**src/hw/rtl/hgni_pkg.sv**
```systemverilog
package hgni_pkg;

    localparam int CW = 11;
    localparam int CELL_W = 22;

    typedef enum logic {
        REG_COLS = 1'b0,
        REG_ROWS = 1'b1
    } reg_idx_t;

    typedef enum logic [2:0] {
        SIDE_W  = 3'd0,
        SIDE_DW = 3'd1,
        SIDE_DE = 3'd2,
        SIDE_E  = 3'd3,
        SIDE_UE = 3'd4,
        SIDE_UW = 3'd5
    } side_t;

    typedef struct packed {
        logic          bad;
        logic [CW-1:0] nbr_c;
        logic [CW-1:0] nbr_r;
        logic [CW-1:0] edge_c;
        logic [CW-1:0] edge_r;
        logic [CW-1:0] vert_c;
        logic [CW-1:0] vert_r;
        logic [CW-1:0] nc;
        logic [1:0]    edge_off;
        logic          vert_odd;
    } coord_t;

endpackage

```
**src/hw/rtl/hgni_coord.sv**
```systemverilog
module hgni_coord
    import hgni_pkg::*;
(
    input  logic          clk,
    input  logic          rst_n,
    input  logic          in_valid,
    input  logic [9:0]    column,
    input  logic [9:0]    row,
    input  logic [2:0]    side,
    input  logic [CW-1:0] nc,
    input  logic [CW-1:0] nr,
    output logic          valid_reg,
    output coord_t        coord_reg
);

    logic [CW-1:0] col_w, row_w;
    logic [CW-1:0] mx, px, my, py;
    logic          even;
    logic [CW-1:0] nb2_c, nb3_c, nb4_c;
    coord_t        coord_next;

    always_comb
    begin
        col_w = {1'b0, column};
        row_w = {1'b0, row};
        even  = ~row[0];
        mx = (col_w == '0) ? nc - 11'd1 : col_w - 11'd1;
        px = (col_w == nc - 11'd1) ? '0 : col_w + 11'd1;
        my = (row_w == '0) ? nr - 11'd1 : row_w - 11'd1;
        py = (row_w == nr - 11'd1) ? '0 : row_w + 11'd1;
        nb2_c = even ? col_w : px;
        nb3_c = px;
        nb4_c = even ? col_w : px;

        coord_next     = '0;
        coord_next.nc  = nc;
        coord_next.bad = (side > SIDE_UW) || (col_w >= nc) || (row_w >= nr);

        case (side)
            SIDE_W:
            begin
                coord_next.nbr_c = mx;
                coord_next.nbr_r = row_w;
            end
            SIDE_DW:
            begin
                coord_next.nbr_c = even ? mx : col_w;
                coord_next.nbr_r = my;
            end
            SIDE_DE:
            begin
                coord_next.nbr_c = nb2_c;
                coord_next.nbr_r = my;
            end
            SIDE_E:
            begin
                coord_next.nbr_c = nb3_c;
                coord_next.nbr_r = row_w;
            end
            SIDE_UE:
            begin
                coord_next.nbr_c = nb4_c;
                coord_next.nbr_r = py;
            end
            default:
            begin
                coord_next.nbr_c = even ? mx : col_w;
                coord_next.nbr_r = py;
            end
        endcase

        if (side < SIDE_E)
        begin
            coord_next.edge_c   = col_w;
            coord_next.edge_r   = row_w;
            coord_next.edge_off = side[1:0];
        end
        else
        begin
            coord_next.edge_c   = coord_next.nbr_c;
            coord_next.edge_r   = coord_next.nbr_r;
            coord_next.edge_off = 2'(side - SIDE_E);
        end

        coord_next.vert_odd = side[0];
        case (side) inside
            SIDE_W, SIDE_DW:
            begin
                coord_next.vert_c = col_w;
                coord_next.vert_r = row_w;
            end
            SIDE_DE:
            begin
                coord_next.vert_c = nb2_c;
                coord_next.vert_r = my;
            end
            SIDE_E, SIDE_UE:
            begin
                coord_next.vert_c = nb3_c;
                coord_next.vert_r = row_w;
            end
            default:
            begin
                coord_next.vert_c = nb4_c;
                coord_next.vert_r = py;
            end
        endcase
    end

    always_ff @(posedge clk or negedge rst_n)
    begin
        if (!rst_n)
            valid_reg <= 1'b0;
        else
            valid_reg <= in_valid;
    end

    always_ff @(posedge clk)
    begin
        coord_reg <= coord_next;
    end

endmodule

```
**src/hw/rtl/hgni_index.sv**
```systemverilog
module hgni_index
    import hgni_pkg::*;
(
    input  logic        clk,
    input  logic        rst_n,
    input  logic        in_valid,
    input  coord_t      coord,
    output logic        done,
    output logic [19:0] neighbor_cell,
    output logic [21:0] edge_index,
    output logic [20:0] vertex_index,
    output logic        invalid
);

    // stage 2: row * columns
    logic              v2_reg;
    logic [CELL_W-1:0] pn_reg, pe_reg, pv_reg;
    logic [CW-1:0]     cn2_reg, ce2_reg, cv2_reg;
    logic [1:0]        off2_reg;
    logic              odd2_reg, bad2_reg;

    // stage 3: + column
    logic              v3_reg;
    logic [CELL_W-1:0] celln_reg, celle_reg, cellv_reg;
    logic [1:0]        off3_reg;
    logic              odd3_reg, bad3_reg;

    // stage 4: scale to edge / vertex
    logic              done_reg;
    logic [19:0]       nbr_reg;
    logic [21:0]       edge_reg;
    logic [20:0]       vert_reg;
    logic              invalid_reg;

    logic [CELL_W+1:0] edge_next;

    always_comb
    begin
        edge_next = {1'b0, celle_reg, 1'b0} + {2'b0, celle_reg} + {22'b0, off3_reg};
    end

    always_ff @(posedge clk or negedge rst_n)
    begin
        if (!rst_n)
        begin
            v2_reg   <= 1'b0;
            v3_reg   <= 1'b0;
            done_reg <= 1'b0;
        end
        else
        begin
            v2_reg   <= in_valid;
            v3_reg   <= v2_reg;
            done_reg <= v3_reg;
        end
    end

    always_ff @(posedge clk)
    begin
        pn_reg   <= coord.nbr_r * coord.nc;
        pe_reg   <= coord.edge_r * coord.nc;
        pv_reg   <= coord.vert_r * coord.nc;
        cn2_reg  <= coord.nbr_c;
        ce2_reg  <= coord.edge_c;
        cv2_reg  <= coord.vert_c;
        off2_reg <= coord.edge_off;
        odd2_reg <= coord.vert_odd;
        bad2_reg <= coord.bad;

        celln_reg <= pn_reg + {11'b0, cn2_reg};
        celle_reg <= pe_reg + {11'b0, ce2_reg};
        cellv_reg <= pv_reg + {11'b0, cv2_reg};
        off3_reg  <= off2_reg;
        odd3_reg  <= odd2_reg;
        bad3_reg  <= bad2_reg;

        invalid_reg <= bad3_reg;
        nbr_reg     <= bad3_reg ? '0 : celln_reg[19:0];
        edge_reg    <= bad3_reg ? '0 : edge_next[21:0];
        vert_reg    <= bad3_reg ? '0 : {cellv_reg[19:0], odd3_reg};
    end

    assign done          = done_reg;
    assign neighbor_cell = nbr_reg;
    assign edge_index    = edge_reg;
    assign vertex_index  = vert_reg;
    assign invalid       = invalid_reg;

endmodule

```
**src/hw/rtl/hex_grid_neighbor_index_top.sv**
```systemverilog
// Channel   Signals                                          Handshake
// -------   ----------------------------------------------   --------------------------
// request   column, row, side                                start && !busy
// result    neighbor_cell, edge_index, vertex_index, invalid done, one cycle
// config    psel, penable, pwrite, paddr, pwdata, prdata     APB, pready tied high
//
// One request per cycle; busy never rises.
// Pipeline stages: wrap/select, row multiply, column add, edge/vertex scale.
// Reset clears the pipeline valid bits and sets both grid sizes to 1024.
// The result strobe cannot be held off, so the pipeline never stalls.
module hex_grid_neighbor_index_top
    import hgni_pkg::*;
#(
    parameter int MAX_COLUMNS = 1024,
    parameter int MAX_ROWS    = 1024
)
(
    input  logic        clk,
    input  logic        rst_n,
    input  logic        start,
    output logic        busy,
    input  logic [9:0]  column,
    input  logic [9:0]  row,
    input  logic [2:0]  side,
    output logic        done,
    output logic [19:0] neighbor_cell,
    output logic [21:0] edge_index,
    output logic [20:0] vertex_index,
    output logic        invalid,
    input  logic        psel,
    input  logic        penable,
    input  logic        pwrite,
    input  logic [2:0]  paddr,
    input  logic [31:0] pwdata,
    output logic [31:0] prdata,
    output logic        pready
);

    localparam int CAP_LIMIT = (1 << CW) - 1;
    localparam int COL_CAP = (MAX_COLUMNS > CAP_LIMIT) ? CAP_LIMIT : MAX_COLUMNS;
    localparam int ROW_CAP = (MAX_ROWS > CAP_LIMIT) ? CAP_LIMIT : MAX_ROWS;
    localparam logic [CW-1:0] COL_CAP_V = CW'(COL_CAP);
    localparam logic [CW-1:0] ROW_CAP_V = CW'(ROW_CAP);
    localparam logic [CW-1:0] SIZE_RST  = 11'd1024;
    localparam logic [CW-1:0] COL_EFF_RST = (SIZE_RST > COL_CAP_V) ? COL_CAP_V : SIZE_RST;
    localparam logic [CW-1:0] ROW_EFF_RST = (SIZE_RST > ROW_CAP_V) ? ROW_CAP_V : SIZE_RST;

    logic [CW-1:0] cols_reg, cols_next, rows_reg, rows_next;
    logic [CW-1:0] nc_reg, nc_next, nr_reg, nr_next;
    logic [CW-1:0] wr_val;
    logic          wr_en;
    logic          accept;
    logic          s1_valid;
    coord_t        s1_coord;

    assign pready = 1'b1;
    assign busy   = 1'b0;
    assign accept = start && !busy;
    assign wr_en  = psel && penable && pwrite && pready;
    assign wr_val = pwdata[CW-1:0];

    always_comb
    begin
        cols_next = cols_reg;
        rows_next = rows_reg;
        nc_next   = nc_reg;
        nr_next   = nr_reg;
        if (wr_en)
        begin
            unique case (reg_idx_t'(paddr[2]))
                REG_COLS:
                begin
                    cols_next = wr_val;
                    nc_next   = (wr_val == '0) ? 11'd1 :
                                (wr_val > COL_CAP_V) ? COL_CAP_V : wr_val;
                end
                REG_ROWS:
                begin
                    rows_next = wr_val;
                    nr_next   = (wr_val == '0) ? 11'd1 :
                                (wr_val > ROW_CAP_V) ? ROW_CAP_V : wr_val;
                end
                default:
                begin
                    cols_next = cols_reg;
                end
            endcase
        end
    end

    always_ff @(posedge clk or negedge rst_n)
    begin
        if (!rst_n)
        begin
            cols_reg <= SIZE_RST;
            rows_reg <= SIZE_RST;
            nc_reg   <= COL_EFF_RST;
            nr_reg   <= ROW_EFF_RST;
        end
        else
        begin
            cols_reg <= cols_next;
            rows_reg <= rows_next;
            nc_reg   <= nc_next;
            nr_reg   <= nr_next;
        end
    end

    always_comb
    begin
        unique case (reg_idx_t'(paddr[2]))
            REG_COLS: prdata = {21'b0, cols_reg};
            REG_ROWS: prdata = {21'b0, rows_reg};
            default:  prdata = '0;
        endcase
    end

    hgni_coord u_coord (
        .clk       (clk),
        .rst_n     (rst_n),
        .in_valid  (accept),
        .column    (column),
        .row       (row),
        .side      (side),
        .nc        (nc_reg),
        .nr        (nr_reg),
        .valid_reg (s1_valid),
        .coord_reg (s1_coord)
    );

    hgni_index u_index (
        .clk           (clk),
        .rst_n         (rst_n),
        .in_valid      (s1_valid),
        .coord         (s1_coord),
        .done          (done),
        .neighbor_cell (neighbor_cell),
        .edge_index    (edge_index),
        .vertex_index  (vertex_index),
        .invalid       (invalid)
    );

    a_latency: assert property (@(posedge clk) disable iff (!rst_n)
        accept |-> ##4 done)
        else $error("request did not produce a result after 4 cycles");

    a_invalid_zero: assert property (@(posedge clk) disable iff (!rst_n)
        (done && invalid) |-> (neighbor_cell == '0 && edge_index == '0 &&
                               vertex_index == '0))
        else $error("rejected request gave nonzero indices");

    a_bad_side: assert property (@(posedge clk) disable iff (!rst_n)
        (accept && side > SIDE_UW) |-> ##4 (done && invalid))
        else $error("side above five not flagged");

    a_size_nonzero: assert property (@(posedge clk) disable iff (!rst_n)
        (nc_reg != '0) && (nr_reg != '0))
        else $error("effective grid size is zero");

endmodule

```
**config.mk**
```make
export PLATFORM = sky130hd
export DESIGN_NAME = hex_grid_neighbor_index_top
export DESIGN_NICKNAME = d
export VERILOG_FILES = /design/src/hw/rtl/hgni_pkg.sv /design/src/hw/rtl/hgni_coord.sv /design/src/hw/rtl/hgni_index.sv /design/src/hw/rtl/hex_grid_neighbor_index_top.sv
export SDC_FILE = /design/constraint.sdc
export NUM_CORES = 1
export LEC_CHECK = 0
export CAP_MARGIN = 5
export CELL_PAD_IN_SITES_DETAIL_PLACEMENT = 0
export CELL_PAD_IN_SITES_GLOBAL_PLACEMENT = 1
export CORE_AREA = 3 3 283 285
export DETAILED_ROUTE_END_ITERATION = 12
export DIE_AREA = 0 0 286 288
export DONT_BUFFER_PORTS = 1
export GPL_ROUTABILITY_DRIVEN = 0
export GPL_TIMING_DRIVEN = 0
export PLACE_DENSITY = 0.7
export SYNTH_ARGS = -nofsm -noshare
export SYNTH_HDL_FRONTEND = slang
export SYNTH_SLANG_ARGS = --single-unit
```
**constraint.sdc**
```tcl
create_clock -name clk -period 6.82 [get_ports clk]
set_input_delay 0.682 -clock clk [delete_from_list [all_inputs] [get_ports clk]]
set_output_delay 0.682 -clock clk [all_outputs]
set_load 0.02 [all_outputs]
```
* Yosys cells after proc, flatten, opt, wreduce, memory -nomap -nowiden
Index checks and enable logic that the tools add are counted.
W data, S select, Z words.
** Storage, ports and cells
- Bits in registers :: 358
** Operators by class
- Add/sub/neg operators :: 12
- Multipliers :: 3
- $lt $le $gt $ge :: 5
- Equal/unequal tests :: 6
- Muxes and demuxes :: 15
- Bitwise gates (word level) :: 1
- Reduce and logical (&&, ||, !) cells :: 12
** Operators with widths (count)
- $pmux W22 S5 :: 1
- $mux W11 :: 8
- $pmux W32 S2 :: 1
- $mux W22 :: 2
- $mux W21 :: 2
- $add A20 B11 Y20 :: 2
- $mul A11 B11 Y20 :: 2
- $add A10 B1 Y11 const B :: 2
- $add A22 B11 Y22 :: 1
- $add A22 B2 Y22 :: 1
- $add A22 B22 Y22 :: 1
- $eq A10 B11 Y1 :: 2
- $ge A10 B11 Y1 :: 2
- $mul A11 B11 Y22 :: 1
- $sub A10 B1 Y11 const B :: 2
- $sub A11 B1 Y11 const B :: 2
- $logic_not A10 Y1 :: 2
- $gt A11 B11 Y1 const B :: 1
- $logic_not A11 Y1 :: 1
- $eq A3 B2 Y1 const B :: 2
- $reduce_and A2 Y1 :: 2
- $reduce_or A2 Y1 :: 2
- $eq A3 B1 Y1 const B :: 1
- $eq A3 B3 Y1 const B :: 1
- other kinds (8) :: 10

* Longest topological paths before layout
Gate-level depths: netlist of the first run.
- Word-level depth :: 7
- Mapped depth :: 21
- Mapped depth without buffers :: 20

* Cells and area by module
Synthesis of the first run repeated with hierarchy kept, for this count alone.
** Unflattened totals
- Cell total of the unflattened synthesis :: 3022
- Area, all modules :: 27599.0 um2
** Modules (own cells, without submodules)
- hgni_index :: instances 1, cells an instance 2098, area each 19787.7 um2, sequential area each 4659.5 um2
- hgni_coord :: instances 1, cells an instance 757, area each 5755.5 um2, sequential area each 1646.6 um2
- hex_grid_neighbor_index_top :: instances 1, cells an instance 167, area each 2055.7 um2, sequential area each 1106.1 um2

* Worst setup path after synthesis of the first run
No wires, ideal clock.
- Path type :: register to register
- Start point :: register u_coord.coord_reg[5] in the netlist's numbering
- End point :: register u_index.pe_reg[20]
- Setup time :: 0.127 ns
- Arrival time :: 5.217 ns
- Required time :: 6.693 ns
- Setup slack :: 1.476 ns
- Stages on the path, launching flop included :: 19
- Path through :: dfxtp_1 -> clkbuf_1 -> nand2_1 -> fa_1 -> fa_1 -> fa_1 -> inv_1 -> fa_1 -> inv_1 -> fa_1 -> inv_1 -> ha_1 -> or3_1 -> o21ai_0 -> o22ai_1 -> a21o_1 -> a2111oi_0 -> nor3_1 -> xor2_1
** On the way
- Cells in the longest elaborated chain, start to end :: 1
** RTL lines
- from (decl) :: line hgni_coord.sv:13 : output coord_t coord_reg
- from (signal assigned) :: line hgni_coord.sv:120 : coord_reg <= coord_next;
- $mul A11 B11 Y22 :: line hgni_index.sv:61 : pe_reg <= coord.edge_r * coord.nc;
- to (signal assigned) :: line hgni_index.sv:61
- to (decl) :: line hgni_index.sv:17 : logic [CELL_W-1:0] pn_reg, pe_reg, pv_reg;
No other way between the ends.
A chain may end at the register's enable or synchronous reset.

* Worst setup path in the final report of the first run
- Start point :: register u_coord.coord_reg[8] in the netlist's numbering
- End point :: register u_index.pe_reg[20]
Same word-level chain as after synthesis.

==> metrics.txt, run 1 <==
highest attainable clock frequency 156.2 MHz; reported net switching power 0.004781 W; antenna violations before repair 8; sequential share of power 0.274; main combinational cell family by area after synthesis adder cells; maximum VDD drop 189.6 uV; global-route wire length before repair 115,200 um; TNS Setup 0 ps; vias between 15,000 and 20,000; yosys synthesis warning count 0; CTS root buf sky130_fd_sc_hd__clkbuf_16; clock sink count 358; total area of multi-input combinational cells 0.01766 mm2; Async SR Flop Fraction 0.1341; power per standard cell area 382.1 mW/mm2; Initial Util 0.3497; Final Hold Vio Count 0; share of cells above drive strength 1 0.05686; Die Span X between 200 and 300 um; buffers from clock root to sink, at most 3; flip-flop and latch count after synthesis about 360; adder-cell area share of the yosys netlist 0.3015; H-Tree Depth 2; area fraction in compound gates after synthesis 0.09623; fraction of power consumed by combinational cells 0.515; share of the synthesized netlist area taken by xor and xnor gates 0.05671; total internal power 0.006718 W; post-route fraction of the period consumed by the critical path 0.9387; Post-Route Skew 44.51 ps; simple-gate share of the synthesized area 0.1753; per-cell routed wire length 17.63 um; combined global-route utilization of all metal layers 0.1786; number of setup violations in the final report 0; number of enable flip-flop cells after synthesis 0; buffers added on ports 0; data required time at the worst endpoint 7270 ps; Avg Cell Area, Syn 9.137 um2; final critical path time including I/O delays and setup 6402 ps; Initial DRC Count approximately 1,100; Worst Path Arrival 6850 ps; multiplexer fraction of the synthesized cell area 0.01812; largest driver fanout on the critical path 10; insertion delay of the later-clocked pin in the worst-skew pair 600 ps; classification of the worst setup path flop to flop; count of TritonRoute iterations in the first routing pass 5; pin slew with the least headroom to its limit 1221 ps; leftover overflow at the end of global routing 0; io pins 163; number of global-route vias before repair slightly above 20,000; count of filler cells inserted in the layout 7,986; flip-flop cell with the highest count after synthesis sky130_fd_sc_hd__dfxtp_1; vias per cell 4.847; clock tree from TritonCTS built; cell area after technology mapping between 0.02 and 0.03 mm2; number of flip-flops under the largest register name between 80 and 90; relative slew slack 0.1834; result of the run completed; Sequential Area 0.007412 mm2; Post-layout nets approximately 3,600; clock transition at the registers of the reported paths 60 ps; unique cell type count in the Yosys netlist 76; type of origin of the critical path flop; sequential area share after synthesis 0.2731; pins over their slew limit 0; static leakage 13.76 nW; number of rows in the core area around 100; slack of the worst reg-to-reg path 420 ps; max_cap viols 0; hold slack about 120 ps; Core Util, Final 0.3879; overall power consumption 0.01150 W; total wire length after detailed routing 72,640 um; Core ar. 0.07759 mm2; DRC violation count after routing 0; part of the total power dissipated in the clock network 0.211; number of buffers added by the clock tree synthesis step 45; Die Footprint 0.08237 mm2; largest net degree at the start of global routing 49; layout-stage area growth over the synthesis result 10.92%; RSZ-0062 raised after global routing false; kind of path behind the tightest hold check input port to flop; die height around 290 um; Switching Fraction 0.4158; Crit. End Element flop; final antenna-violating net count 0; Mapped Cells 2,970; detailed placer's ending HPWL 57,790 um
[layout by cell type (no fill, tap or decap), drive strengths merged, types with 17 or more instances in the layout]
cell | netlist | routed
inv | 388 | 394
o211ai | 20 | 20
mux2 | 41 | 41
a211oi | 17 | 17
nand2b | 34 | 34
nand3 | 70 | 70
clkbuf | 125 | 182
dfrtp | 44 | 44
nor2 | 127 | 127
o21ai | 104 | 104
fa | 243 | 243
a21oi | 83 | 83
and3 | 29 | 29
xor2 | 40 | 40
nor3 | 48 | 48
o21a | 24 | 24
buf | 32 | 33
and2 | 194 | 194
nand2 | 296 | 296
xnor2 | 128 | 128
nor2b | 70 | 70
conb | 2 | 23
nor4 | 17 | 17
dfxtp | 310 | 310
ha | 265 | 265
[cell type report]
cell class | count | share of cell area
Tap cell | 1040 | 0.04323
Sequential cell | 358 | 0.2463
Clock inverter | 28 | 0.009894
Antenna cell | 2 | 0.0001663
Buffer | 157 | 0.02266
Inverter | 388 | 0.04839
Timing Repair Buffer | 3 | 0.001413
Multi-Input combinational cell | 2088 | 0.5869
Clock buffer | 56 | 0.04111
[per-stage QoR]
step           area [um2]  setup WS (ps)  cells
5_1_grt             30090          23.67   4118
4_1_cts             30090          441.2   4117
3_5_place_dp        28520          517.0   4031
2_1_floorplan       27210           1476   2991
6_report            30100          418.1   4120
3_3_place_gp        28520          453.3   4031
[cell usage after synthesis, drive strengths merged (6+ instances only)]
master     n  area share
dfrtp     44       0.041
inv      388       0.054
nor3      48      0.0089
nand3     70       0.013
nor2     127       0.018
o2111ai    8      0.0026
o31a       7      0.0023
nand4     14      0.0032
o22ai     12      0.0028
nor4      17      0.0045
a21boi     7      0.0019
o31ai     16      0.0044
buf       32      0.0078
or3       13      0.0030
nand2    296       0.041
o211ai    20      0.0055
a221oi     7      0.0023
a31oi     15      0.0035
a21oi     83       0.015
o21ai    104       0.019
a2111oi    6      0.0019
o221ai    12      0.0039
and3      29      0.0067
xor2      40       0.013
o21a      24      0.0066
mux2      41       0.017
and2     194       0.045
nor2b     70       0.016
clkbuf   125       0.017
or2       11      0.0025
xnor2    128       0.041
fa       243        0.18
nand2b    34      0.0078
o21bai    11      0.0030
dfxtp    310        0.23
o41ai      6      0.0019
a211oi    17      0.0047
a21o      16      0.0044
ha       265        0.12
[worst max-delay path: stages, from the launching register on]
cell	delay, ps
sky130_fd_sc_hd__dfxtp_1	630
sky130_fd_sc_hd__clkbuf_1	610
sky130_fd_sc_hd__nand2_1	170
sky130_fd_sc_hd__fa_1	490
sky130_fd_sc_hd__fa_1	480
sky130_fd_sc_hd__fa_1	550
sky130_fd_sc_hd__inv_1	60
sky130_fd_sc_hd__fa_1	480
sky130_fd_sc_hd__inv_1	50
sky130_fd_sc_hd__fa_1	480
sky130_fd_sc_hd__inv_1	40
sky130_fd_sc_hd__ha_1	190
sky130_fd_sc_hd__or3_1	380
sky130_fd_sc_hd__o21ai_0	460
sky130_fd_sc_hd__o22ai_1	220
sky130_fd_sc_hd__a21o_1	240
sky130_fd_sc_hd__a2111oi_0	430
sky130_fd_sc_hd__nor3_1	130
sky130_fd_sc_hd__xor2_1	150
[path summary, 6_finish.rpt]
path,start,end,cells past startpoint
hold reg to reg,u_index.odd2_reg$_DFF_P_,u_index.odd3_reg$_DFF_P_,0
setup / recovery,u_coord.coord_reg[8]$_DFF_P_,u_index.pe_reg[20]$_DFF_P_,18
min in group asynchronous,rst_n,cols_reg[2]$_DFFE_PN0P_,2
hold / removal,start,u_coord.valid_reg$_DFF_PN0_,0
max in group asynchronous,rst_n,nc_reg[10]$_DFFE_PN1P_,2
setup reg to reg,u_coord.coord_reg[8]$_DFF_P_,u_index.pe_reg[20]$_DFF_P_,18
[power groups by stage]
stage | logic [W] | registers, W | clock network [W]
2_1_floorplan | 0.00454 | 0.00306 | 0
6_report | 0.00592 | 0.00315 | 0.00243
5_1_grt | 0.00682 | 0.00321 | 0.00259
3_3_place_gp | 0.00595 | 0.00319 | 0
4_1_cts | 0.00602 | 0.00316 | 0.00252
3_5_place_dp | 0.00594 | 0.00320 | 0
[logic make-up after synthesis]
| family | count (synthesis) |
|---|---|
| buf+inv | 545 |
| simple gates | 941 |
| compound gates | 401 |
| other cells | 2 |
| fa+ha+maj | 508 |
| mux | 44 |
| flops | 358 |
| xor+xnor | 171 |
[layer usage]
metal  up-vias  GRT usage  part of all wire
li1       9779          -                 -
met1      9572     0.2368              0.45
met2       503     0.2887              0.45
met3       116    0.03650             0.064
met4         0    0.06346             0.036
met5         -          0                 0
[repair_timing]
action / 4_1_cts / 5_1_grt
endpoints found under the hold margin: 48 / 0
gates resized for setup: 0 / 0
endpoints found under the setup margin: 0 / 0
buffers inserted: 0 / 0
hold buffers: 2 / 0
Note: power is estimated with default switching activity, not from simulation.
==> run 2: changes to the inputs <==
--- a/config.mk
+++ b/config.mk
@@ -5,16 +5,17 @@
 export SDC_FILE = /design/constraint.sdc
 export NUM_CORES = 1
 export LEC_CHECK = 0
+export ABC_AREA = 1
 export CAP_MARGIN = 5
 export CELL_PAD_IN_SITES_DETAIL_PLACEMENT = 0
 export CELL_PAD_IN_SITES_GLOBAL_PLACEMENT = 1
-export CORE_AREA = 3 3 283 285
+export CORE_AREA = 3 3 286 288
 export DETAILED_ROUTE_END_ITERATION = 12
-export DIE_AREA = 0 0 286 288
+export DIE_AREA = 0 0 289 291
 export DONT_BUFFER_PORTS = 1
 export GPL_ROUTABILITY_DRIVEN = 0
 export GPL_TIMING_DRIVEN = 0
-export PLACE_DENSITY = 0.7
+export PLACE_DENSITY = 0.72
 export SYNTH_ARGS = -nofsm -noshare
 export SYNTH_HDL_FRONTEND = slang
 export SYNTH_SLANG_ARGS = --single-unit
==> metrics.txt, run 2 <==
result of the run completed; global-route wire length before repair 125,600 um; Die Span X between 200 and 300 um; leftover overflow at the end of global routing 0; power per standard cell area 428.5 mW/mm2; reg-to-reg startpoint u_coord.coord_reg[6]$_DFF_P_; Gates resized, CTS repair 0; sequential share of power 0.248; area fraction in compound gates after synthesis 0.07731; kind of path behind the tightest hold check input port to flop; worst flop-to-flop path endpoint u_index.pe_reg[18]$_DFF_P_; fraction of power consumed by combinational cells 0.556; RSZ-0062 raised after global routing false; overall power consumption between 0.01 and 0.015 W; die height slightly below 300 um; main combinational cell family by area after synthesis adder cells; Final Hold Vio Count 0; Critical path buffers and inverters 5; highest attainable clock frequency 165.7 MHz; crit-path cells clkbuf_1 > clkbuf_1 > nand2_1 > fa_1 > inv_1 > fa_1 > fa_1 > fa_1 > inv_1 > fa_1 > inv_1 > ha_1 > nand2_1 > nor2_1 > o21ai_0 > o211ai_1 > nor2_1 > o21bai_1 > nand3_1 > nand2_1 > xor2_1; Post-Route Skew between 30 and 40 ps; DRC violation count after routing 0; TNS Setup 0 ps; Core ar. a little under 0.08 mm2; cells taking the most area after synthesis sky130_fd_sc_hd__dfxtp_1, sky130_fd_sc_hd__fa_1, sky130_fd_sc_hd__ha_1; H-Tree Depth 2; share of cells above drive strength 1 0.04606; vias per cell around 4.7; pin slew with the least headroom to its limit between 900 and 1000 ps; flip-flop cell with the highest count after synthesis sky130_fd_sc_hd__dfxtp_1; commonest non-fill, non-tap cell in the layout sky130_fd_sc_hd__nand2_1; Die Footprint 0.08410 mm2; Initial DRC Count 1,370; worst-case setup slack after placement 741.2 ps; WHS Endpoint u_coord.coord_reg[0]$_DFF_P_; post-route fraction of the period consumed by the critical path 0.8848; Hold Startpoint side[0]; Avg Cell Area, Syn 7.760 um2; classification of the worst setup path flop to flop; count of TritonRoute iterations in the first routing pass 5; io pins ~160; post-CTS setup buffer count 0; depth of the worst register-to-register path 21; Crit. End Element flop; relative slew slack 0.3608; total internal power 0.007176 W; share of the synthesized netlist area taken by xor and xnor gates 0.04803; pins over their slew limit 0; number of flip-flops under the largest register name 81; number of rows in the core area roughly 100; top library cells by usage in the layout, fill and taps aside sky130_fd_sc_hd__nand2_1, sky130_fd_sc_hd__inv_1, sky130_fd_sc_hd__dfxtp_1; largest driver fanout on the critical path 10; buffers added on ports 0; part of the total power dissipated in the clock network 0.196; Post-layout nets 4,227; number of buffers added by the clock tree synthesis step 45; Initial Util 0.3516; CTS root buf sky130_fd_sc_hd__clkbuf_16; Most Frequent Cell on Critical Path sky130_fd_sc_hd__fa_1; unique cell type count in the Yosys netlist 59; Worst Path Arrival 6540 ps; cell area after technology mapping 0.02782 mm2; count of filler cells inserted in the layout around 8,400; clock sink count 358; CP max-delay cell sky130_fd_sc_hd__clkbuf_1; most instantiated cells after synthesis sky130_fd_sc_hd__nand2_1, sky130_fd_sc_hd__inv_1, sky130_fd_sc_hd__dfxtp_1, sky130_fd_sc_hd__ha_1, sky130_fd_sc_hd__fa_1; static leakage approximately 17 nW; number of instances on the worst hold path 0; slack of the worst reg-to-reg path roughly 800 ps; Switching Fraction 0.4583; share of Yosys cell area claimed by the top area cell type 0.2231; total wire length after detailed routing 79,080 um; maximum single-stage delay on the critical path 690 ps; post-synthesis cell type with the largest combined area sky130_fd_sc_hd__dfxtp_1; detailed placer's ending HPWL 63,590 um; number of global-route vias before repair 22,270; Mapped Cells 3,585; number of setup violations in the final report 0; clock tree from TritonCTS built; simple-gate share of the synthesized area 0.1859; maximum VDD drop roughly 190 uV; hold slack 118.5 ps; layout-stage area growth over the synthesis result 11.13%; data required time at the worst endpoint approximately 7300 ps; cell with the most instances after synthesis sky130_fd_sc_hd__nand2_1; Final WS setup 785.9 ps; largest net degree at the start of global routing 49; final critical path time including I/O delays and setup 6034 ps; combined global-route utilization of all metal layers 0.1906; category of cells accounting for the largest share of critical-path delay adder cells; per-cell routed wire length about 17 um; flip-flop and latch count after synthesis 358; final antenna-violating net count 0; critical path launch point u_coord.coord_reg[6]$_DFF_P_; antenna violations before repair 3; Async SR Flop Fraction 0.1341; sequential area share after synthesis 0.2664; max_cap viols 0; vias roughly 22,000; yosys synthesis warning count 0; insertion delay of the later-clocked pin in the worst-skew pair 590 ps; number of enable flip-flop cells after synthesis 0; clock transition at the registers of the reported paths 60 ps; multiplexer fraction of the synthesized cell area 0.0003598; reported net switching power roughly 0.006 W; buffers from clock root to sink, at most 3; type of origin of the critical path flop; adder-cell area share of the yosys netlist 0.2940
==> run 2: changes by cell type after synthesis, sizes merged, moves of 34 or more <==
cell,previous run,this run
a21oi,83,149
and2,194,2
inv,388,758
mux2,41,0
nand2,296,881
nand2b,34,0
nand3,70,136
nor2,127,177
nor2b,70,0
o21ai,104,155
xnor2,128,44
xor2,40,106
==> run 2: per-layer routing <==
layer,global-route usage,vias up,part of all wire
met3,0.03320,117,0.066
met2,0.3098,602,0.46
met5,0,-,0
met4,0.06086,0,0.031
li1,-,11060,-
met1,0.2568,10460,0.44
==> run 2: timing repair <==
| action | CTS | global route |
|---|---|---|
| endpoints found under the hold margin | 48 | 0 |
| setup endpoints to repair | 0 | 0 |
| hold buffers | 2 | 0 |
==> run 2: logic make-up (layout without fill, tap and decap cells) <==
family,count (synthesis),after routing
AO/OA/AOI/OAI,389,389
AND/OR/NAND/NOR,1261,1261
buffers and inverters,915,1000
multiplexers,1,1
flip-flops,358,358
other,2,27
adder cells (fa/ha/maj),508,508
XOR/XNOR,151,151
==> run 2: layout make-up <==
| cell class | count | area, um2 | area share |
|---|---|---|---|
| diodes | 4 | 10.01 | 0.0003238 |
| plain buffers | 149 | 676.9 | 0.02189 |
| clock buffers | 58 | 1279 | 0.04136 |
| clock inverters | 25 | 376.6 | 0.01218 |
| inverters | 766 | 2875 | 0.09300 |
| multi-input cells | 2333 | 16940 | 0.5478 |
| flip-flops and latches | 358 | 7412 | 0.2398 |
| well taps | 1050 | 1314 | 0.04249 |
| repair buffers | 2 | 37.54 | 0.001214 |
==> run 2: worst max path at each step <==
stage,endpoint,depth (start not counted)
finish,u_index.pe_reg[18]$_DFF_P_,21
global route,u_index.pn_reg[17]$_DFF_P_,19
CTS,u_index.pe_reg[18]$_DFF_P_,21
detailed placement,u_index.pn_reg[17]$_DFF_P_,19
global placement,u_index.pn_reg[17]$_DFF_P_,19
floorplan,u_index.pn_reg[17]$_DFF_P_,21
==> run 2: power by group through the flow <==
| stage | clock, W | combinational [W] | sequential [W] |
|---|---|---|---|
| CTS | 0.00267 | 0.00743 | 0.00330 |
| finish | 0.00259 | 0.00737 | 0.00328 |
| global route | 0.00276 | 0.00855 | 0.00336 |
| floorplan | 0 | 0.00552 | 0.00321 |
| detailed placement | 0 | 0.00736 | 0.00334 |
| global placement | 0 | 0.00737 | 0.00333 |
==> run 2: through the flow <==
step,util,area (um2),cells
after global routing,0.3906,30910,4741
after CTS,0.3906,30910,4741
after floorplan,-,27900,3606
after detailed placement,0.3692,29210,4656
after global placement,0.3692,29210,4656
final,0.3907,30920,4745
==> run 3: changes to the inputs <==
--- a/config.mk
+++ b/config.mk
@@ -9,13 +9,14 @@
 export CAP_MARGIN = 5
 export CELL_PAD_IN_SITES_DETAIL_PLACEMENT = 0
 export CELL_PAD_IN_SITES_GLOBAL_PLACEMENT = 1
-export CORE_AREA = 3 3 286 288
+export CORE_AREA = 3 3 243 245
 export DETAILED_ROUTE_END_ITERATION = 12
-export DIE_AREA = 0 0 289 291
+export DIE_AREA = 0 0 246 248
 export DONT_BUFFER_PORTS = 1
 export GPL_ROUTABILITY_DRIVEN = 0
 export GPL_TIMING_DRIVEN = 0
-export PLACE_DENSITY = 0.72
+export PLACE_DENSITY = 0.92
+export REMOVE_ABC_BUFFERS = 1
 export SYNTH_ARGS = -nofsm -noshare
 export SYNTH_HDL_FRONTEND = slang
 export SYNTH_SLANG_ARGS = --single-unit
==> metrics.txt, run 3 (synthesized netlist as in run 2, its figures left out) <==
crit-path cells nand2_1 > fa_1 > inv_1 > fa_1 > fa_1 > fa_1 > fa_1 > ha_1 > nand2_1 > nor4_1 > nor2_1 > o21ai_1 > a21boi_0 > o21ai_1 > nand2_1 > nand3_1 > nand2_1; maximum single-stage delay on the critical path 950 ps; global routing usage on met3 0.03792; buffers added on ports 0; pins over their slew limit 0; final critical path time including I/O delays and setup 5570 ps; result of the run completed; global-route wire length before repair 108,100 um; number of flip-flops under the largest register name 81; Final Hold Vio Count 0; count of TritonRoute iterations in the first routing pass 5; data required time at the worst endpoint 7290 ps; TNS Setup 0 ps; Post-layout nets 4,077; post-CTS setup buffer count 0; area of placed instances 0.02826 mm2; DRC violation count after routing 0; clock sink count 358; Hold Startpoint start; clock transition at the registers of the reported paths 60 ps; depth of the worst register-to-register path 17; post-route fraction of the period consumed by the critical path 0.8167; total wire length after detailed routing 65,670 um; antenna violations before repair 3; category of cells accounting for the largest share of critical-path delay adder cells; static leakage 16.41 nW; met2 capacity usage during global routing 0.3868; vias roughly 22,000; combined global-route utilization of all metal layers 0.2198; maximum VDD drop 278.7 uV; per-cell routed wire length between 15 and 20 um; type of origin of the critical path flop; final antenna-violating net count 0; pin slew with the least headroom to its limit 1047 ps; io pins ~160; max_cap viols 0; CP max-delay cell sky130_fd_sc_hd__dfxtp_2; worst flop-to-flop path endpoint u_index.pn_reg[17]$_DFF_P_; kind of path behind the tightest hold check input port to flop; number of buffers added by the clock tree synthesis step just over 40; met1 demand-to-capacity share in global routing 0.2674; leftover overflow at the end of global routing 0; RSZ-0062 raised after global routing false; H-Tree Depth 2; relative slew slack 0.3021; top library cells by usage in the layout, fill and taps aside sky130_fd_sc_hd__nand2_1, sky130_fd_sc_hd__inv_1, sky130_fd_sc_hd__dfxtp_1; reg-to-reg startpoint u_coord.coord_reg[5]$_DFF_P_; largest driver fanout on the critical path 33; commonest non-fill, non-tap cell in the layout sky130_fd_sc_hd__nand2_1; Crit. End Element flop; Die Span X approximately 250 um; slack of the worst reg-to-reg path 1250 ps; largest net degree at the start of global routing 49; highest attainable clock frequency 179.5 MHz; Core ar. approximately 0.057 mm2; Worst Path Arrival 6040 ps; number of instances on the worst hold path 0; power per standard cell area 426.6 mW/mm2; WHS Endpoint u_coord.valid_reg$_DFF_PN0_; Initial Util 0.4850; Critical path buffers and inverters 1; share of cells above drive strength 1 0.04043; Post-Route Skew 30.06 ps; vias per cell 5.001; classification of the worst setup path flop to flop; buffers from clock root to sink, at most 3; CTS root buf sky130_fd_sc_hd__clkbuf_16; number of setup violations in the final report 0; number of global-route vias before repair between 20,000 and 25,000; insertion delay of the later-clocked pin in the worst-skew pair 580 ps; post-route design area roughly 0.030 mm2; layout-stage area growth over the synthesis result 7.039%; Initial DRC Count 1,359; Most Frequent Cell on Critical Path sky130_fd_sc_hd__fa_1; detailed placer's ending HPWL 49,040 um; number of rows in the core area 88; clock tree from TritonCTS built; die height 248 um; Die Footprint 0.06101 mm2; peak-usage layer in the global routing report met2
-- run 3: cell count changes in the layout (fill, tap and decap cells not counted), moves of 3 or more --
cell and delta:
sky130_fd_sc_hd__dfxtp_1 -11, sky130_fd_sc_hd__buf_1 -5, sky130_fd_sc_hd__clkbuf_1 -109, sky130_fd_sc_hd__inv_6 +3
sky130_fd_sc_hd__buf_2 -13, sky130_fd_sc_hd__dfxtp_2 +11, sky130_fd_sc_hd__clkbuf_16 -7, sky130_fd_sc_hd__diode_2 -3
sky130_fd_sc_hd__buf_4 -23
-- run 3: metal layers --
metal	wire [um]	vias to the layer above
met5	26	-
li1	-	10730
met1	27410	10030
met4	2734	4
met3	4138	137
met2	31360	624
-- run 3: power by group --
part | internal (W) | total, W | leakage [nW] | switching (W)
Combinational | 0.00269 | 0.00679 | 12.5 | 0.00409
Sequential | 0.00281 | 0.00352 | 3.20 | 0.000717
Clock | 0.00146 | 0.00239 | 0.722 | 0.000936
-- run 3: worst max-delay path by stage --
stage                                      start                         end  depth (start not counted)  slack, ps
finish              u_coord.coord_reg[5]$_DFF_P_  u_index.pn_reg[17]$_DFF_P_                         17       1250
CTS                 u_coord.coord_reg[5]$_DFF_P_  u_index.pn_reg[18]$_DFF_P_                         18       1330
global route        u_coord.coord_reg[5]$_DFF_P_  u_index.pn_reg[17]$_DFF_P_                         17        950
detailed placement  u_coord.coord_reg[5]$_DFF_P_  u_index.pn_reg[18]$_DFF_P_                         18       1340
floorplan           u_coord.coord_reg[5]$_DFF_P_  u_index.pn_reg[17]$_DFF_P_                         19       1900
global placement    u_coord.coord_reg[5]$_DFF_P_  u_index.pn_reg[17]$_DFF_P_                         17        800
-- run 3: worst register-to-register path, cell delays in order, from the launching register on --
cell                       delay [ps]
sky130_fd_sc_hd__dfxtp_2          950
sky130_fd_sc_hd__nand2_1          220
sky130_fd_sc_hd__fa_1             570
sky130_fd_sc_hd__inv_1             50
sky130_fd_sc_hd__fa_1             430
sky130_fd_sc_hd__fa_1             480
sky130_fd_sc_hd__fa_1             570
sky130_fd_sc_hd__fa_1             410
sky130_fd_sc_hd__ha_1             390
sky130_fd_sc_hd__nand2_1          100
sky130_fd_sc_hd__nor4_1           210
sky130_fd_sc_hd__nor2_1           130
sky130_fd_sc_hd__o21ai_1          280
sky130_fd_sc_hd__a21boi_0         220
sky130_fd_sc_hd__o21ai_1          230
sky130_fd_sc_hd__nand2_1          100
sky130_fd_sc_hd__nand3_1           80
sky130_fd_sc_hd__nand2_1           50
-- run 3: what timing repair did --
| action | CTS | global route |
|---|---|---|
| gates resized for setup | 0 | 0 |
| hold endpoints to repair | 48 | 0 |
| hold buffers | 2 | 0 |
-- run 3: cell type report --
cell class                      instances  area [um2]
Antenna cell                            1       2.502
Clock buffer                           50        1120
Clock inverter                         25       357.8
Fill cell                            5421       27590
Inverter                              766        2875
Multi-Input combinational cell       2333       16940
Sequential cell                       358        7426
Tap cell                              765       957.2
Timing Repair Buffer                    5       100.1
-- run 3: metrics by stage --
stage	hold slack (ps)	worst slack, ps	instances	utilization	total power (W)
after floorplan	309.6	1900	3457	-	0.008669
after global placement	309.9	795.1	4222	0.4912	0.01019
after detailed placement	312.1	1339	4225	0.4927	0.01033
after CTS	103.7	1334	4302	0.5191	0.01283
after global routing	112.8	947.1	4302	0.5191	0.01407
final	130.6	1250	4303	0.5191	0.01270
